==> config.mk <==
export PLATFORM = sky130hd
export DESIGN_NAME = signal_color_sequence_monitor
export DESIGN_NICKNAME = d
export VERILOG_FILES = /design/src/rtl/scsm_pkg.sv /design/src/rtl/signal_color_sequence_monitor.sv /design/src/rtl/scsm_ctrl.sv /design/src/rtl/scsm_dp.sv
export SDC_FILE = /design/constraint.sdc
export NUM_CORES = 1
export LEC_CHECK = 0
export ABC_AREA = 1
export BUFFER_PORTS_ARGS = -buffer_cell sky130_fd_sc_hd__buf_2
export CAP_MARGIN = 20
export CORE_ASPECT_RATIO = 1.75
export CORE_UTILIZATION = 45
export DETAILED_ROUTE_END_ITERATION = 8
export PLACE_DENSITY = 0.74
export SLEW_MARGIN = 20
export SYNTH_ARGS = -nofsm -noshare
export SYNTH_HDL_FRONTEND = slang
export SYNTH_SLANG_ARGS = --single-unit
==> constraint.sdc <==
create_clock -name clk -period 2.9 [get_ports clk]
set_clock_uncertainty 0.2 [all_clocks]
set_input_delay 0.58 -clock clk [delete_from_list [all_inputs] [get_ports clk]]
set_output_delay 0.58 -clock clk [all_outputs]
set_load 0.02 [all_outputs]
==> src/rtl/scsm_pkg.sv <==
// ----------------------------------------------------------------------------
// scsm_pkg
// Shared types and constants for the signal color sequence monitor.
// ----------------------------------------------------------------------------
package scsm_pkg;

  localparam int LAMP_BITS  = 16;
  localparam int LAMP_IDX_W = 4;
  localparam int STAMP_W    = 32;

  // Color coding of a channel
  localparam logic [1:0] COLOR_DARK   = 2'd0;
  localparam logic [1:0] COLOR_RED    = 2'd1;
  localparam logic [1:0] COLOR_YELLOW = 2'd2;
  localparam logic [1:0] COLOR_GREEN  = 2'd3;

  typedef struct packed {
    logic [LAMP_BITS-1:0] red_lamps;
    logic [LAMP_BITS-1:0] yellow_lamps;
    logic [LAMP_BITS-1:0] green_lamps;
    logic [STAMP_W-1:0]   tick_time;
  } in_item_t;

  typedef struct packed {
    logic [LAMP_IDX_W-1:0] fault_channel;
    logic [1:0]            old_color;
    logic [1:0]            fresh_color;
    logic [STAMP_W-1:0]    fault_time;
    logic                  last_fault;
  } out_item_t;

  // Controller to datapath
  typedef struct packed {
    logic load;   // capture the tick, rewind the channel counter
    logic step;   // evaluate current channel and advance
    logic flush;  // push the held fault out as the last of the tick
  } ctrl_cmd_t;

  // Datapath to controller
  typedef struct packed {
    logic fault;       // current channel makes an illegal change
    logic pend_valid;  // a fault is held back waiting for its last flag
    logic last_ch;     // counter sits on the last lamp channel
    logic out_free;    // output register can take a transaction this cycle
  } ctrl_stat_t;

endpackage

==> src/rtl/signal_color_sequence_monitor.sv <==
// ----------------------------------------------------------------------------
// signal_color_sequence_monitor
// Checks lamp color changes of up to sixteen signal channels per tick.
// ----------------------------------------------------------------------------
// Usage:
//   in_*  : one transaction per tick, carrying red/yellow/green lamp bitmaps
//           and a timestamp. Each channel's color is green over yellow over
//           red, else dark.
//   out_* : one transaction per illegal color change, in channel order, with
//           last_fault set on the final one of the tick. A tick with no
//           illegal change yields no transaction.
//   Sequence: a tick is captured, then the lamp channels are walked in order
//           (the channel walker compares a single channel per cycle unless
//           the walk is stalled), then the final held fault, if any, is
//           flushed. Channels 16 and up carry no lamps, are always dark and
//           are not walked.
//   A fault leaves the block one detected fault later (or at the flush),
//           since its last flag is only known then.
//   Reset: stored colors go dark and the first tick after reset only
//           records colors.
//   Stall: if out_ready is low the walk pauses on the next fault until the
//           output register drains; in_ready stays low meanwhile.
// ----------------------------------------------------------------------------
module signal_color_sequence_monitor import scsm_pkg::*; #(
  parameter int CHANNELS = 16
) (
  input  logic      clk,
  input  logic      rst_n,
  input  logic      in_valid,
  output logic      in_ready,
  input  in_item_t  in_data,
  output logic      out_valid,
  input  logic      out_ready,
  output out_item_t out_data
);

  // Only channels that own lamp bits need storage and scan cycles
  localparam int LAMP_CH = (CHANNELS < LAMP_BITS) ? CHANNELS : LAMP_BITS;
  localparam int CH_W    = (LAMP_CH > 1) ? $clog2(LAMP_CH) : 1;

  ctrl_cmd_t  cmd;
  ctrl_stat_t stat;

  scsm_ctrl u_ctrl (
    .clk      (clk),
    .rst_n    (rst_n),
    .in_valid (in_valid),
    .in_ready (in_ready),
    .stat     (stat),
    .cmd      (cmd)
  );

  scsm_dp #(
    .LAMP_CH (LAMP_CH),
    .CH_W    (CH_W)
  ) u_dp (
    .clk       (clk),
    .rst_n     (rst_n),
    .cmd       (cmd),
    .stat      (stat),
    .in_data   (in_data),
    .out_valid (out_valid),
    .out_ready (out_ready),
    .out_data  (out_data)
  );

`ifndef SYNTHESIS
  // Replacing a held fault must never overwrite an undrained output
  a_step_push_free: assert property (@(posedge clk) disable iff (!rst_n)
    cmd.step && stat.fault && stat.pend_valid |-> stat.out_free)
    else $error("fault pushed while output register busy");

  // Flush only with a held fault and room for it
  a_flush_ok: assert property (@(posedge clk) disable iff (!rst_n)
    cmd.flush |-> stat.pend_valid && stat.out_free)
    else $error("flush without held fault or output room");

  // No fault may be left held once the block is ready for the next tick
  a_idle_empty: assert property (@(posedge clk) disable iff (!rst_n)
    in_ready |-> !stat.pend_valid)
    else $error("held fault lost across ticks");

  // After a flush the tick's final transaction is on the output
  a_flush_last: assert property (@(posedge clk) disable iff (!rst_n)
    cmd.flush |=> out_valid && out_data.last_fault)
    else $error("flushed transaction missing last flag");
`endif

endmodule

==> src/rtl/scsm_ctrl.sv <==
// ----------------------------------------------------------------------------
// scsm_ctrl
// Sequencer: takes a tick, walks the channels, flushes the final fault.
// ----------------------------------------------------------------------------
module scsm_ctrl import scsm_pkg::*; (
  input  logic       clk,
  input  logic       rst_n,
  input  logic       in_valid,
  output logic       in_ready,
  input  ctrl_stat_t stat,
  output ctrl_cmd_t  cmd
);

  typedef enum logic [1:0] {
    ST_IDLE,
    ST_SCAN,
    ST_FLUSH
  } state_t;

  state_t state_r;
  state_t state_nxt;
  logic   stall;

  assign in_ready = (state_r == ST_IDLE);

  // A second fault while one is held needs the output slot for the held one
  assign stall = stat.fault && stat.pend_valid && !stat.out_free;

  always_comb begin
    state_nxt = state_r;
    cmd       = '0;
    unique case (state_r)
      ST_IDLE: begin
        if (in_valid) begin
          cmd.load  = 1'b1;
          state_nxt = ST_SCAN;
        end
      end
      ST_SCAN: begin
        if (!stall) begin
          cmd.step = 1'b1;
          if (stat.last_ch) begin
            state_nxt = ST_FLUSH;
          end
        end
      end
      ST_FLUSH: begin
        if (!stat.pend_valid) begin
          state_nxt = ST_IDLE;
        end else if (stat.out_free) begin
          cmd.flush = 1'b1;
          state_nxt = ST_IDLE;
        end
      end
      default: begin
        state_nxt = ST_IDLE;
      end
    endcase
  end

  always_ff @(posedge clk) begin
    if (!rst_n) begin
      state_r <= ST_IDLE;
    end else begin
      state_r <= state_nxt;
    end
  end

endmodule

==> src/rtl/scsm_dp.sv <==
// ----------------------------------------------------------------------------
// scsm_dp
// Datapath: tick register, stored colors, channel counter, fault hold
// register and output register.
// ----------------------------------------------------------------------------
module scsm_dp import scsm_pkg::*; #(
  parameter int LAMP_CH = 16,
  parameter int CH_W    = 4
) (
  input  logic       clk,
  input  logic       rst_n,
  input  ctrl_cmd_t  cmd,
  output ctrl_stat_t stat,
  input  in_item_t   in_data,
  output logic       out_valid,
  input  logic       out_ready,
  output out_item_t  out_data
);

  function automatic logic [1:0] lamp_color(input logic r, input logic y,
                                            input logic g);
    logic [1:0] c;
    if (g) begin
      c = COLOR_GREEN;
    end else if (y) begin
      c = COLOR_YELLOW;
    end else if (r) begin
      c = COLOR_RED;
    end else begin
      c = COLOR_DARK;
    end
    return c;
  endfunction

  function automatic logic change_allowed(input logic [1:0] prev,
                                          input logic [1:0] now);
    logic ok;
    if (prev == now || prev == COLOR_DARK || now == COLOR_DARK) begin
      ok = 1'b1;
    end else begin
      unique case (prev)
        COLOR_RED:    ok = (now == COLOR_GREEN);
        COLOR_GREEN:  ok = (now == COLOR_YELLOW);
        COLOR_YELLOW: ok = (now == COLOR_RED);
        default:      ok = 1'b0;
      endcase
    end
    return ok;
  endfunction

  in_item_t              tick_r;
  logic [CH_W-1:0]       ch_r;
  logic [1:0]            color_r [LAMP_CH];
  logic                  primed_r;
  logic                  pend_valid_r;
  out_item_t             pend_r;
  logic                  out_valid_r;
  out_item_t             out_r;

  logic [LAMP_IDX_W-1:0] lamp_idx;
  logic [1:0]            now_color;
  logic [1:0]            prev_color;
  logic                  fault_now;
  logic                  last_ch;
  logic                  out_free;
  logic                  push_held;
  out_item_t             fault_item;
  out_item_t             last_item;

  assign lamp_idx   = LAMP_IDX_W'(ch_r);
  assign now_color  = lamp_color(tick_r.red_lamps[lamp_idx],
                                 tick_r.yellow_lamps[lamp_idx],
                                 tick_r.green_lamps[lamp_idx]);
  assign prev_color = color_r[ch_r];
  assign fault_now  = primed_r && !change_allowed(prev_color, now_color);
  assign last_ch    = (ch_r == CH_W'(LAMP_CH - 1));
  assign out_free   = !out_valid_r || out_ready;

  // Held fault goes out (not last) when a newer fault replaces it
  assign push_held  = cmd.step && fault_now && pend_valid_r;

  always_comb begin
    fault_item.fault_channel = lamp_idx;
    fault_item.old_color     = prev_color;
    fault_item.fresh_color   = now_color;
    fault_item.fault_time    = tick_r.tick_time;
    fault_item.last_fault    = 1'b0;
  end

  // Held fault tagged as the final one of the tick
  always_comb begin
    last_item            = pend_r;
    last_item.last_fault = 1'b1;
  end

  assign stat.fault      = fault_now;
  assign stat.pend_valid = pend_valid_r;
  assign stat.last_ch    = last_ch;
  assign stat.out_free   = out_free;

  assign out_valid = out_valid_r;
  assign out_data  = out_r;

  // Control state
  always_ff @(posedge clk) begin
    if (!rst_n) begin
      ch_r         <= '0;
      primed_r     <= 1'b0;
      pend_valid_r <= 1'b0;
      out_valid_r  <= 1'b0;
      for (int i = 0; i < LAMP_CH; i++) begin
        color_r[i] <= COLOR_DARK;
      end
    end else begin
      if (cmd.load) begin
        ch_r <= '0;
      end else if (cmd.step) begin
        color_r[ch_r] <= now_color;
        ch_r          <= last_ch ? '0 : ch_r + CH_W'(1);
        if (last_ch) begin
          primed_r <= 1'b1;
        end
        if (fault_now) begin
          pend_valid_r <= 1'b1;
        end
      end else if (cmd.flush) begin
        pend_valid_r <= 1'b0;
      end

      if (push_held || cmd.flush) begin
        out_valid_r <= 1'b1;
      end else if (out_ready) begin
        out_valid_r <= 1'b0;
      end
    end
  end

  // Payload
  always_ff @(posedge clk) begin
    if (cmd.load) begin
      tick_r <= in_data;
    end
    if (cmd.step && fault_now) begin
      pend_r <= fault_item;
    end
    if (push_held) begin
      out_r <= pend_r;
    end else if (cmd.flush) begin
      out_r <= last_item;
    end
  end

endmodule
==> impl_results.md <==
- Status: finished, final reports clean
- Unrepaired setup endpoints after global routing: false
- Clock Power Share: 0.390
- Top Family by Delay on Critical Path: simple AND/OR/NAND/NOR gates
- Synth Flop Type: edfxtp_1
- Post-cts resize count: 0
- Cell-internal power: 0.00485 W
- Flops & latches, synth: 206
- Clk_lat worst skew: 500 ps
- Part of the power in registers: 0.552
- Final Slew Violations: 0
- Initial antenna violation count: 1
- First-pass GRT wire length: 22.4 mm
- Cts hold-fix bufs: 0
- EDFF count, synth: 193
- Die Width: 102 um
- DRC errors left: 0
- Crit path time final: 2690 ps
- Area delta synth->final: 21.0%
- CTS sink count: 206
- Total grt overflow: 0
- Yosys cell types: 24
- Placed Cells: 984
- Worst slew pin tran: 592 ps
- Worst-path fanout max: 27
- Worst-path clk slew: 70 ps
- WP data required: 2900 ps
- Synth Instances: 627
- Peak VDD IR: 0.464 mV
- Setup bufs post-CTS: 0
- Logic pwr share: 0.058
- Deepest clock path buffer count: 3
- Hold WC Path Type: primary input to register
- Post-DP Area: 0.00892 sq mm
- Ys Warns: 0
- CP Cell Sequence: inv_4 > nand2_1 > nand3_1 > nand2_1 > nand2_1 > nand2_1 > nor2_4 > inv_2 > a21oi_4 > nand2_1 > nand2_1 > nor2_4 > nand2_4 > nand2_4 > nor2_4 > buf_12 > nand2_2 > nand2_1
- Syn nets: 715
- Fin. Hold Viols: 0
- DR pass1 iterations: 4
- Post-detailed-placement half-perimeter wirelength: 10.3 mm
- H-tree depth: 1
- Synthesized area: 0.00788 sq mm
- Dominant cells by area after synthesis: edfxtp_1 74%, nand2_1 7.8%, inv_1 4.0%, dfxtp_1 3.3%, nor2_1 3.3%
- Sequential element share of the synthesized area: 0.768
- Initial drt markers: 192
- Largest net degree at the start of global routing: 53
- Post-DR wirelength/cell: 13.9 um
- Ys async rst share: 0
- Period utilization: 0.928
- Switching share of power: 0.207
- Final WL: 14.1 mm
- Antenna-violating nets left: 0
- Starting Density: 0.463
- Die H: 177 um
- Yosys top cell area share: 0.735
- Crit-path slowest cell: dfxtp_2
- Final setup viols: 0
- Worst Path Arrival: 2690 ps
- Number of placement rows: 63
- Gp weighted congestion: 0.821
- Layout Cells excl Fill: 1017
- Post-synth top area cell: edfxtp_1
- GRT Overall Usage: 0.165
- Die area: 0.0181 sq mm
- Fillers: 1445
- Io pins: 127
- Via count: 4643
- FMAX: 0.372 GHz
- Power density cells: 642 mW/mm^2
- Vias in the first global route: 4639
- Worst slew margin: 0.606
- TritonCTS clock tree: done
- Leak: 4.00 nW
- Max Cap Viol: 0
- Nets: 865
- Total net switching power: 0.00127 W
- CP Launch Type: register
- CTS buffer count: 18
- Endpoint type of the worst setup path: register
- Avg Cell Area, Syn: 12.6 sq um
- Worst path most repeated cell: nand2_1
- Root Buffer: clkbuf_16
- WP buf/inv: 3
- Vias per cell: 4.57
- WS Path Type: register to register
- Final Cell Area: 0.00954 sq mm
- Total power after layout: 0.00612 W
- Share of cells above drive strength 1: 0.257
- Setup_tns: 0 ps
- Critical Path Max Stage Delay: 370 ps
- IO Port Bufs: 126
- Core footprint: 0.0170 sq mm
==> final timing paths <==
check / to / slack, ps / start / depth (start not counted)
setup reg to reg: u_dp.color_r[10][0] / 210 / u_dp.ch_r[0] / 18
setup / recovery: u_dp.color_r[10][0] / 210 / u_dp.ch_r[0] / 18
hold / removal: u_dp.fault_item[20] / 50 / in_data[19] / 1
hold reg to reg: u_dp.out_data[22] / 210 / u_dp.last_item[22] / 0
==> state kept, by name (all words and copies together), names as in the netlist, named ones only <==
register	count
u_ctrl.state_r	2
u_dp.ch_r	4
u_dp.color_r	32
u_dp.fault_item	32
u_dp.last_item	40
u_dp.out_data	41
u_dp.out_valid	1
u_dp.pend_valid_r	1
u_dp.primed_r	1
u_dp.tick_r	48
==> through the flow <==
| stage | hold slack [ps] | worst slack (ps) | utilization |
|---|---|---|---|
| 3_3_place_gp | 200 | 150 | 0.524 |
| 2_1_floorplan | 200 | 4.74 | - |
| 6_report | 53.1 | 209 | 0.560 |
| 4_1_cts | 43.5 | 83.5 | 0.559 |
| 5_1_grt | 40.1 | 2.04 | 0.560 |
| 3_5_place_dp | 205 | 135 | 0.524 |
==> area by class of cell <==
cell class / instances / area [sq um] / share of cell area
well taps: 227 / 284 / 0.0298
clock inverters: 7 / 114 / 0.0119
multi-input cells: 317 / 1420 / 0.149
clock buffers: 25 / 487 / 0.0510
diodes: 1 / 2.50 / 0.000262
repair buffers: 145 / 827 / 0.0867
flip-flops and latches: 206 / 6060 / 0.636
inverters: 89 / 344 / 0.0361
==> cell usage in the layout (no fill, tap or decap), types with 4 or more instances in the layout <==
master       n
o21ai_0      7
ha_1         4
clkbuf_16   18
buf_2      126
nand2_1    160
edfxtp_1   193
nor2_1      68
dfxtp_1      9
inv_1       82
dfxtp_2      4
nand2_2     13
nand3_1     49
clkbuf_1     6
buf_4       14
buf_12       4
nor2_4       4
==> power groups by stage <==
| stage | Sequential [W] | Combinational (W) | Clock [W] |
|---|---|---|---|
| 6_report | 0.00338 | 0.000356 | 0.00238 |
| 5_1_grt | 0.00338 | 0.000400 | 0.00253 |
| 4_1_cts | 0.00338 | 0.000359 | 0.00243 |
| 3_5_place_dp | 0.00344 | 0.000357 | 0 |
| 3_3_place_gp | 0.00344 | 0.000353 | 0 |
| 2_1_floorplan | 0.00343 | 0.000229 | 0 |
==> routing by layer <==
| layer | wire [um] | global-route usage | vias to the layer above | share of wire |
|---|---|---|---|---|
| met1 | 5130 | 0.172 | 2142 | 0.36 |
| met4 | 479 | 0.0744 | 0 | 0.034 |
| li1 | - | - | 2357 | - |
| met2 | 8030 | 0.318 | 114 | 0.57 |
| met5 | 0 | 0 | - | 0 |
| met3 | 459 | 0.0205 | 30 | 0.033 |
==> synth_stat cells, types with 4 or more instances <==
cell type  instances
buf_2              5
clkbuf_1           5
dfxtp_1           13
edfxtp_1         193
ha_1               4
inv_1             85
nand2_1          163
nand2_2           10
nand3_1           50
nor2_1            69
o21ai_0            7
==> worst reg2reg max path: stages (launching register included) <==
cell,delay [ps]
dfxtp_2,370
inv_4,220
nand2_1,90
nand3_1,110
nand2_1,60
nand2_1,50
nand2_1,80
nor2_4,160
inv_2,60
a21oi_4,120
nand2_1,70
nand2_1,100
nor2_4,60
nand2_4,80
nand2_4,90
nor2_4,180
buf_12,150
nand2_2,60
nand2_1,100
==> cell families (layout without fill, tap and decap cells) <==
family / count (synthesis) / in the layout / synth area share
simple gates: 299 / 299 / 0.159
flops: 206 / 206 / 0.768
other cells: 0 / 1 / 0
fa+ha+maj: 4 / 4 / 0.00635
xor+xnor: 2 / 2 / 0.00222
buf+inv: 104 / 266 / 0.0545
compound gates: 12 / 12 / 0.00968
Power figures use the tool's default switching activity.
